`src/rtl/arvs_pkg.sv`:
```
package arvs_pkg;

	localparam int unsigned CFG_IDX_W = 2;
	localparam int unsigned CFG_DATA_W = 16;

	localparam logic [CFG_IDX_W-1:0] CFG_BLOCK_IN  = 2'd0;
	localparam logic [CFG_IDX_W-1:0] CFG_BLOCK_OUT = 2'd1;
	localparam logic [CFG_IDX_W-1:0] CFG_GAIN      = 2'd2;
	localparam logic [CFG_IDX_W-1:0] CFG_MUTE      = 2'd3;

	localparam logic [7:0]  BLOCK_IN_RST  = 8'd128;
	localparam logic [7:0]  BLOCK_OUT_RST = 8'd128;
	localparam logic [15:0] GAIN_RST      = 16'd256;
	localparam logic [7:0]  BLOCK_IN_MAX  = 8'd128;

	localparam logic signed [15:0] SAMPLE_MAX = 16'sd32767;
	localparam logic [32:0] SAT_LIMIT  = 33'd8388352;
	localparam logic [32:0] ROUND_HALF = 33'd128;

	typedef enum logic [6:0] {
		ST_IDLE  = 7'b0000001,
		ST_CHECK = 7'b0000010,
		ST_RD_LO = 7'b0000100,
		ST_RD_HI = 7'b0001000,
		ST_MUL   = 7'b0010000,
		ST_RND   = 7'b0100000,
		ST_OUT   = 7'b1000000
	} state_t;

	typedef struct packed {
		logic wr_en;
		logic rd_en;
	} fifo_ctl_t;

	typedef struct packed {
		logic mul_en;
		logic rnd_en;
	} scl_ctl_t;

	function automatic logic [7:0] eff_in_size(input logic [7:0] v);
		logic [7:0] r;
		begin
			r = v;
			if (v == 8'd0) begin
				r = 8'd1;
			end else if (v > BLOCK_IN_MAX) begin
				r = BLOCK_IN_MAX;
			end
			return r;
		end
	endfunction

	function automatic logic [7:0] eff_out_size(input logic [7:0] v, input logic [7:0] lim);
		logic [7:0] n;
		begin
			n = (v > lim) ? lim : v;
			n = {n[7:1], 1'b0};
			if (n < 8'd2) begin
				n = 8'd2;
			end
			return n;
		end
	endfunction

endpackage

```
`src/rtl/arvs_byte_fifo.sv`:
```
module arvs_byte_fifo #(
	parameter int unsigned BUF_BYTES = 256
) (
	input  logic                             clk,
	input  logic                             arst_n,
	input  arvs_pkg::fifo_ctl_t              ctl,
	input  logic [7:0]                       wr_data,
	output logic [7:0]                       rd_data,
	output logic [$clog2(BUF_BYTES+1)-1:0]   fill
);

	localparam int unsigned AW = $clog2(BUF_BYTES);
	localparam int unsigned FW = $clog2(BUF_BYTES + 1);
	localparam logic [AW-1:0] IDX_LAST = AW'(BUF_BYTES - 1);
	localparam logic [FW-1:0] FILL_FULL = FW'(BUF_BYTES);

	logic [7:0]    mem [BUF_BYTES];
	logic [AW-1:0] wr_idx_q;
	logic [AW-1:0] rd_idx_q;
	logic [FW-1:0] fill_q;
	logic [7:0]    rd_data_q;
	logic          wr_ok;

	assign wr_ok = ctl.wr_en && (fill_q != FILL_FULL);
	assign rd_data = rd_data_q;
	assign fill = fill_q;

	always_ff @(posedge clk) begin
		if (wr_ok) begin
			mem[wr_idx_q] <= wr_data;
		end
		if (ctl.rd_en) begin
			rd_data_q <= mem[rd_idx_q];
		end
	end

	always_ff @(posedge clk or negedge arst_n) begin
		if (!arst_n) begin
			wr_idx_q <= '0;
			rd_idx_q <= '0;
			fill_q <= '0;
		end else begin
			if (wr_ok) begin
				wr_idx_q <= (wr_idx_q == IDX_LAST) ? '0 : wr_idx_q + AW'(1);
			end
			if (ctl.rd_en) begin
				rd_idx_q <= (rd_idx_q == IDX_LAST) ? '0 : rd_idx_q + AW'(1);
			end
			case ({wr_ok, ctl.rd_en})
				2'b10: begin
					fill_q <= fill_q + FW'(1);
				end
				2'b01: begin
					fill_q <= fill_q - FW'(1);
				end
				default: begin
					fill_q <= fill_q;
				end
			endcase
		end
	end

endmodule

```
`src/rtl/arvs_scale.sv`:
```
module arvs_scale (
	input  logic                clk,
	input  arvs_pkg::scl_ctl_t  ctl,
	input  logic signed [15:0]  smp,
	input  logic [15:0]         gain,
	output logic signed [15:0]  result
);

	logic signed [32:0] smp_x;
	logic signed [32:0] gain_x;
	logic signed [32:0] prod_s1;
	logic signed [15:0] smp_s1;
	logic               byp_s1;
	logic               neg;
	logic [32:0]        mag;
	logic [32:0]        sum;
	logic [15:0]        r_mag;
	logic signed [15:0] rnd;
	logic signed [15:0] result_q;

	assign smp_x = 33'(smp);
	assign gain_x = $signed({17'd0, gain});

	// sign-magnitude round half away from zero, clamp to +-32767
	assign neg = prod_s1[32];
	assign mag = neg ? 33'(-prod_s1) : 33'(prod_s1);
	assign sum = mag + arvs_pkg::ROUND_HALF;
	assign r_mag = (mag > arvs_pkg::SAT_LIMIT) ? 16'(arvs_pkg::SAMPLE_MAX) : sum[23:8];
	assign rnd = neg ? -$signed(r_mag) : $signed(r_mag);
	assign result = result_q;

	always_ff @(posedge clk) begin
		if (ctl.mul_en) begin
			prod_s1 <= smp_x * gain_x;
			smp_s1 <= smp;
			byp_s1 <= (gain == 16'd0);
		end
		if (ctl.rnd_en) begin
			result_q <= byp_s1 ? smp_s1 : rnd;
		end
	end

endmodule

```
`src/rtl/audio_reblock_volume_scaler_unit.sv`:
```
// The request that completes an input block with a full output block buffered runs the
// check, read-low, read-high, multiply and round states, then the first sample is offered;
// later samples repeat read-low to round. Throughput: one byte a cycle while idle; a
// completed input block passes the check state, and a popped block holds in_ready low
// until its last sample is taken (rounded, when muted). Reset (arst_n, async, active low)
// resets indices, counts, sequencer and config; store and data path need no clearing pass.
module audio_reblock_volume_scaler_unit #(
	parameter int unsigned BUF_BYTES = 256,
	parameter int unsigned MAX_OUT_BYTES = 128
) (
	input  logic                                 clk,
	input  logic                                 arst_n,
	input  logic                                 in_valid,
	output logic                                 in_ready,
	input  logic [7:0]                           data_byte,
	output logic                                 out_valid,
	input  logic                                 out_ready,
	output logic signed [15:0]                   sample,
	output logic                                 last_sample,
	input  logic                                 cfg_valid,
	output logic                                 cfg_ready,
	input  logic [arvs_pkg::CFG_IDX_W-1:0]       cfg_index,
	input  logic [arvs_pkg::CFG_DATA_W-1:0]      cfg_data
);

	localparam int unsigned FW = $clog2(BUF_BYTES + 1);
	localparam logic [7:0] OUT_LIM = 8'(MAX_OUT_BYTES);

	arvs_pkg::state_t    state_q;
	arvs_pkg::fifo_ctl_t fifo_ctl;
	arvs_pkg::scl_ctl_t  scl_ctl;

	logic [7:0]    block_in_q;
	logic [7:0]    block_out_q;
	logic [15:0]   gain_q;
	logic          mute_q;
	logic [6:0]    in_cnt_q;
	logic [6:0]    samp_left_q;
	logic [7:0]    lo_q;
	logic [7:0]    rd_data;
	logic [FW-1:0] fill;
	logic [7:0]    cnt_inc;
	logic          blk_done;
	logic [7:0]    eff_out;
	logic          in_acc;
	logic          cfg_acc;

	assign in_ready = (state_q == arvs_pkg::ST_IDLE);
	assign cfg_ready = (state_q == arvs_pkg::ST_IDLE);
	assign out_valid = (state_q == arvs_pkg::ST_OUT);
	assign last_sample = (samp_left_q == 7'd0);
	assign in_acc = in_valid && in_ready;
	assign cfg_acc = cfg_valid && cfg_ready;

	assign cnt_inc = {1'b0, in_cnt_q} + 8'd1;
	assign blk_done = (cnt_inc >= arvs_pkg::eff_in_size(block_in_q));
	assign eff_out = arvs_pkg::eff_out_size(block_out_q, OUT_LIM);

	assign fifo_ctl.wr_en = in_acc;
	assign fifo_ctl.rd_en = (state_q == arvs_pkg::ST_RD_LO) || (state_q == arvs_pkg::ST_RD_HI);
	assign scl_ctl.mul_en = (state_q == arvs_pkg::ST_MUL);
	assign scl_ctl.rnd_en = (state_q == arvs_pkg::ST_RND);

	arvs_byte_fifo #(
		.BUF_BYTES(BUF_BYTES)
	) u_fifo (
		.clk(clk),
		.arst_n(arst_n),
		.ctl(fifo_ctl),
		.wr_data(data_byte),
		.rd_data(rd_data),
		.fill(fill)
	);

	arvs_scale u_scale (
		.clk(clk),
		.ctl(scl_ctl),
		.smp($signed({rd_data, lo_q})),
		.gain(gain_q),
		.result(sample)
	);

	always_ff @(posedge clk) begin
		if (state_q == arvs_pkg::ST_RD_HI) begin
			lo_q <= rd_data;
		end
	end

	always_ff @(posedge clk or negedge arst_n) begin
		if (!arst_n) begin
			block_in_q <= arvs_pkg::BLOCK_IN_RST;
			block_out_q <= arvs_pkg::BLOCK_OUT_RST;
			gain_q <= arvs_pkg::GAIN_RST;
			mute_q <= 1'b0;
		end else if (cfg_acc) begin
			case (cfg_index)
				arvs_pkg::CFG_BLOCK_IN: begin
					block_in_q <= cfg_data[7:0];
				end
				arvs_pkg::CFG_BLOCK_OUT: begin
					block_out_q <= cfg_data[7:0];
				end
				arvs_pkg::CFG_GAIN: begin
					gain_q <= cfg_data;
				end
				arvs_pkg::CFG_MUTE: begin
					mute_q <= cfg_data[0];
				end
				default: begin
					mute_q <= mute_q;
				end
			endcase
		end
	end

	always_ff @(posedge clk or negedge arst_n) begin
		if (!arst_n) begin
			state_q <= arvs_pkg::ST_IDLE;
			in_cnt_q <= '0;
			samp_left_q <= '0;
		end else begin
			case (state_q)
				arvs_pkg::ST_IDLE: begin
					if (in_acc) begin
						in_cnt_q <= blk_done ? 7'd0 : cnt_inc[6:0];
						if (blk_done) begin
							state_q <= arvs_pkg::ST_CHECK;
						end
					end
				end
				arvs_pkg::ST_CHECK: begin
					samp_left_q <= eff_out[7:1];
					state_q <= (fill >= FW'(eff_out)) ? arvs_pkg::ST_RD_LO : arvs_pkg::ST_IDLE;
				end
				arvs_pkg::ST_RD_LO: begin
					samp_left_q <= samp_left_q - 7'd1;
					state_q <= arvs_pkg::ST_RD_HI;
				end
				arvs_pkg::ST_RD_HI: begin
					state_q <= arvs_pkg::ST_MUL;
				end
				arvs_pkg::ST_MUL: begin
					state_q <= arvs_pkg::ST_RND;
				end
				arvs_pkg::ST_RND: begin
					if (!mute_q) begin
						state_q <= arvs_pkg::ST_OUT;
					end else if (samp_left_q == 7'd0) begin
						state_q <= arvs_pkg::ST_IDLE;
					end else begin
						state_q <= arvs_pkg::ST_RD_LO;
					end
				end
				arvs_pkg::ST_OUT: begin
					if (out_ready) begin
						state_q <= (samp_left_q == 7'd0) ? arvs_pkg::ST_IDLE
							: arvs_pkg::ST_RD_LO;
					end
				end
				default: begin
					state_q <= arvs_pkg::ST_IDLE;
				end
			endcase
		end
	end

`ifndef SYNTHESIS
	a_no_overlap: assert property (@(posedge clk) disable iff (!arst_n)
		in_ready |-> !out_valid)
		else $error("input taken while a sample is pending");

	a_fill_bound: assert property (@(posedge clk) disable iff (!arst_n)
		fill <= FW'(BUF_BYTES))
		else $error("fill count beyond store size");

	a_pop_has_data: assert property (@(posedge clk) disable iff (!arst_n)
		(state_q == arvs_pkg::ST_RD_LO) |-> (fill >= FW'(2)))
		else $error("sample read with fewer than two bytes buffered");

	a_last_ends_block: assert property (@(posedge clk) disable iff (!arst_n)
		(out_valid && out_ready && last_sample) |=> in_ready)
		else $error("block did not end on last sample");
`endif

endmodule

```
`config.mk`:
```
export PLATFORM = sky130hd
export DESIGN_NAME = audio_reblock_volume_scaler_unit
export DESIGN_NICKNAME = d
export VERILOG_FILES = /design/src/rtl/arvs_pkg.sv /design/src/rtl/arvs_byte_fifo.sv /design/src/rtl/arvs_scale.sv /design/src/rtl/audio_reblock_volume_scaler_unit.sv
export SDC_FILE = /design/constraint.sdc
export NUM_CORES = 2
export LEC_CHECK = 0
export ABC_AREA = 1
export BUFFER_PORTS_ARGS = -buffer_cell sky130_fd_sc_hd__buf_2
export CELL_PAD_IN_SITES_DETAIL_PLACEMENT = 1
export CELL_PAD_IN_SITES_GLOBAL_PLACEMENT = 2
export CORE_MARGIN = 4
export CORE_UTILIZATION = 38
export CTS_BUF_LIST = sky130_fd_sc_hd__clkbuf_4 sky130_fd_sc_hd__clkbuf_8
export DETAILED_ROUTE_END_ITERATION = 10
export PLACE_DENSITY_LB_ADDON = 0.1
export SLEW_MARGIN = 10
export SYNTH_ARGS = -nofsm -noshare
export SYNTH_HDL_FRONTEND = slang
export SYNTH_SLANG_ARGS = --single-unit
```
`constraint.sdc`:
```
create_clock -name clk -period 6.65 [get_ports clk]
set_input_delay 0.665 -clock clk [delete_from_list [all_inputs] [get_ports clk]]
set_output_delay 0.665 -clock clk [all_outputs]
set_load 0.03 [all_outputs]
```
==> impl_metrics.csv <==
group,metric,value,unit
status,status,"complete, no violations",
synth,synth-edff-count,2130,
synth,syn-num-nets,8638,
job,cap_viol_max_count,0,
pwr,power_frac_seq,27.8,%
worst_hold_path,holdPathEnd,"u_fifo.mem[206][7]",
finish,final_cell_mix,"2130 x edfxtp_1, 1434 x nor2_1, 1107 x o21ai_0",
worst_hold_path,min_from,"data_byte[7]",
setup_path,arrival,6.97,ns
global_routing,grt_usage,24.3,%
floorplanning,ios,51,
pwr,swShare,43.9,%
synth,yosysUniqueCellTypes,59,
worst_hold_path,hold_path.class,"in -> reg",
setup_path,worst_path_most_repeated_cell,"fa_1",
drt,num_vias,66800,
pwr,p_clk_share,20.1,%
timing,drv_slew,0,
synth,avgSynthCellArea,11.9,µm²
pwr,p_switching,26.9,mW
setup_path,reg2reg_depth,23,
placement,gp_congestion,0.805,
timing,final.period_utilization,94.1,%
clock_tree,clock_sinks,2209,
setup_path,crit_path_max_fanout,11,
finish,final_common_cell,"edfxtp_1",
floorplanning,fp.dieW,517,µm
synth,yosysSeqAreaShare,67.0,%
clock_tree,htree_levels,5,
placement,numPortBuffers,50,
clock_tree,numCtsBuffers,389,
clock_tree,clk_pin_slew,0.06,ns
setup_path,r2r_start,"lo_q[5]",
timing,tns,0,ns
placement,placed_cells,11400,
timing,final.setup.worst_slack,0.392,ns
pwr,p_comb_share,52.1,%
timing,fmax,160,MHz
drt,postRouteAntennaNets,0,
synth,async_flop_share,3.58,%
clock_tree,clock_path_buffers,4,
floorplanning,core-area,0.257,mm²
floorplanning,core.rowCount,186,
finish,stdcell_count,12200,
setup_path,cp-end-kind,"flip-flop",
clock_tree,cts_tree,"done",
finish,syn2layout_area_growth,13.1,%
finish,drive_above_1_share,11.9,%
setup_path,worstPathCellList,"buf_4, nand2_1, inv_1, fa_1, inv_1, fa_1, inv_1, fa_1, fa_1, fa_1, inv_1, fa_1, inv_1, ha_1, a21oi_1, o221ai_1, a21oi_1, o21bai_1, nand2_1, o211ai_1, nand2_1, nand3_1, xor2_1",
finish,nNetsFinal,8841,
drt,drtIter0Drc,5285,
synth,syn_inst,8257,
global_routing,grt_max_degree,165,
drt,viasPerCell,5.49,
timing,clock_skew,0.123,ns
timing,fin_crit,6.26,ns
placement,dp_hpwl,197000,µm
worst_hold_path,whs_path_depth,1,
placement,place_ws,0.121,ns
setup_path,r2r-end,"u_scale.prod_s1[31]",
clock_tree,root_buffer,"clkbuf_8",
clock_tree,insertion_delay,1.08,ns
setup_path,critical_path_required,7.36,ns
drt,drc,0,
global_routing,grt_pass1_wl,482000,µm
synth,synth_ff_type,"edfxtp_1",
global_routing,antenna_found_initial,11,
setup_path,start_kind,"flip-flop",
setup_path,critPathSlowestCell,"edfxtp_1",
timing,maxSlewHeadroom,12.3,%
finish,num-fill-cells,27100,
finish,design_area,0.111,mm²
setup_path,max_stage_delay,0.60,ns
setup_path,crit_buf_inv,6,
placement,dpl_cell_area,0.104,mm²
synth,syn-cell-area,0.0984,mm²
floorplanning,die_y,517,µm
pwr,powerDensity,551,mW/mm²
drt,totalWireLength,329000,µm
synth,synth_seq_cells,2209,
setup_path,critPathKind,"reg -> reg",
drt,wl_per_cell,27.1,µm
drt,dr.pass1.iters,5,
floorplanning,initial_utilization,38.2,%
timing,setup_viol,0,
setup_path,ff2ff_setup_slack,0.39,ns
pwr,p_leak,39.4,nW
pwr,p_int,34.4,mW
finish,fin_util,43.3,%
timing,hold_violations,0,
setup_path,cp_top_family,"adder cells",
timing,tightest_slew,1.32,ns
synth,yosys_warnings,0,
floorplanning,die_area,0.267,mm²
global_routing,grt_pass1_vias,69700,
pwr,ir_drop,1.38,mV
global_routing,grt_overflow,0,
[layer usage]
layer | routed length [µm] | vias up | part of all wire (%) | global-route usage (%)
met4 | 8470 | 8 | 2.6 | 6.50
met3 | 15500 | 481 | 4.7 | 3.24
met1 | 147000 | 34700 | 45 | 33.6
met2 | 158000 | 1558 | 48 | 40.5
met5 | 55 | - | 0.017 | 0
li1 | - | 30100 | - | -
[sequential cells by signal, summed over array words and instances, names as in the netlist]
signal	flops
u_fifo.fill	9
u_scale.smp_s1	16
u_fifo.rd_data	8
gain_q	16
u_fifo.mem	2048
u_scale.prod_s1	33
u_fifo.rd_idx_q	8
block_in_q	8
mute_q	1
samp_left_q	7
u_scale.result	16
in_cnt_q	7
block_out_q	8
state_q	7
u_scale.byp_s1	1
u_fifo.wr_idx_q	8
lo_q	8
[what timing repair did]
item / in CTS / in global routing
setup buffers: 0 / 5
gates resized for setup: 0 / 3
endpoints found under the setup margin: 0 / 9
hold buffers: 15 / 0
endpoints found under the hold margin: 53 / 0
[final cells by class]
cell class	instances	area (µm²)	area share [%]
antenna	3	7.51	0.00675
timing repair buffer	354	3120	2.80
multi-input combinational	4972	28400	25.6
sequential	2209	66000	59.3
clock inverter	174	1030	0.929
tap	3384	4230	3.81
clock buffer	529	6430	5.78
inverter	534	2030	1.83
[cell usage after synthesis (all sizes together) (27+ instances only)]
cell | count | area share, %
edfxtp | 2130 | 65
nor2 | 1456 | 5.7
o21ai | 1114 | 5.7
nand2 | 806 | 3.2
inv | 529 | 2.0
clkbuf | 509 | 1.9
o22ai | 317 | 2.0
nand3 | 279 | 1.4
o221ai | 203 | 1.8
fa | 195 | 4.0
ha | 155 | 2.0
a21oi | 134 | 0.68
dfrtp | 75 | 1.9
o211ai | 62 | 0.47
nand4 | 55 | 0.36
xor2 | 44 | 0.39
buf | 33 | 0.16
a31oi | 27 | 0.17
[how the worst max path moves through the flow]
stage | from | to | slack, ns | cells after the start
5_1_grt | lo_q[2] | u_scale.prod_s1[25] | -0.004 | 22
2_1_floorplan | state_q[1] | u_scale.byp_s1 | 0.50 | 5
3_3_place_gp | lo_q[4] | u_scale.prod_s1[25] | 0.27 | 22
3_5_place_dp | lo_q[1] | u_scale.prod_s1[22] | 0.12 | 18
6_report | lo_q[5] | u_scale.prod_s1[31] | 0.39 | 23
4_1_cts | lo_q[1] | u_scale.prod_s1[22] | 0.02 | 18
[through the flow]
| stage | power, mW | hold WS, ns |
|---|---|---|
| 3_3_place_gp | 49.4 | 0.484 |
| 4_1_cts | 62.2 | 0.0130 |
| 6_report | 61.3 | 0.113 |
| 5_1_grt | 66.0 | 0.0812 |
| 2_1_floorplan | 39.8 | 0.369 |
| 3_5_place_dp | 49.6 | 0.491 |
[worst register-to-register path: stages, from the launching register on]
cell and delay, ns:
edfxtp_1 0.60, buf_4 0.29, nand2_1 0.08, inv_1 0.05, fa_1 0.51, inv_1 0.05, fa_1 0.48, inv_1 0.05
fa_1 0.52, fa_1 0.51, fa_1 0.50, inv_1 0.05, fa_1 0.48, inv_1 0.04, ha_1 0.37, a21oi_1 0.22
o221ai_1 0.14, a21oi_1 0.29, o21bai_1 0.15, nand2_1 0.08, o211ai_1 0.14, nand2_1 0.09, nand3_1 0.09, xor2_1 0.16
[power by group through the flow]
| stage | combinational (mW) | sequential (mW) | clock [mW] |
|---|---|---|---|
| 3_3_place_gp | 32.1 | 17.3 | 0 |
| 6_report | 31.9 | 17.1 | 12.3 |
| 2_1_floorplan | 22.6 | 17.1 | 0 |
| 3_5_place_dp | 32.3 | 17.3 | 0 |
| 5_1_grt | 35.7 | 17.0 | 13.3 |
| 4_1_cts | 32.5 | 17.0 | 12.7 |
[logic make-up (layout without fill, tap and decap cells)]
family | after synthesis | after routing | synth area share, %
compound gates | 1910 | 1910 | 11.3
xor+xnor | 59 | 59 | 0.525
fa+ha+maj | 350 | 350 | 5.94
buf+inv | 1076 | 1591 | 4.14
flops | 2209 | 2209 | 67.0
mux | 6 | 6 | 0.0687
other cells | 0 | 3 | 0
simple gates | 2647 | 2647 | 11.0
Note: power is estimated with default switching activity, not from simulation.
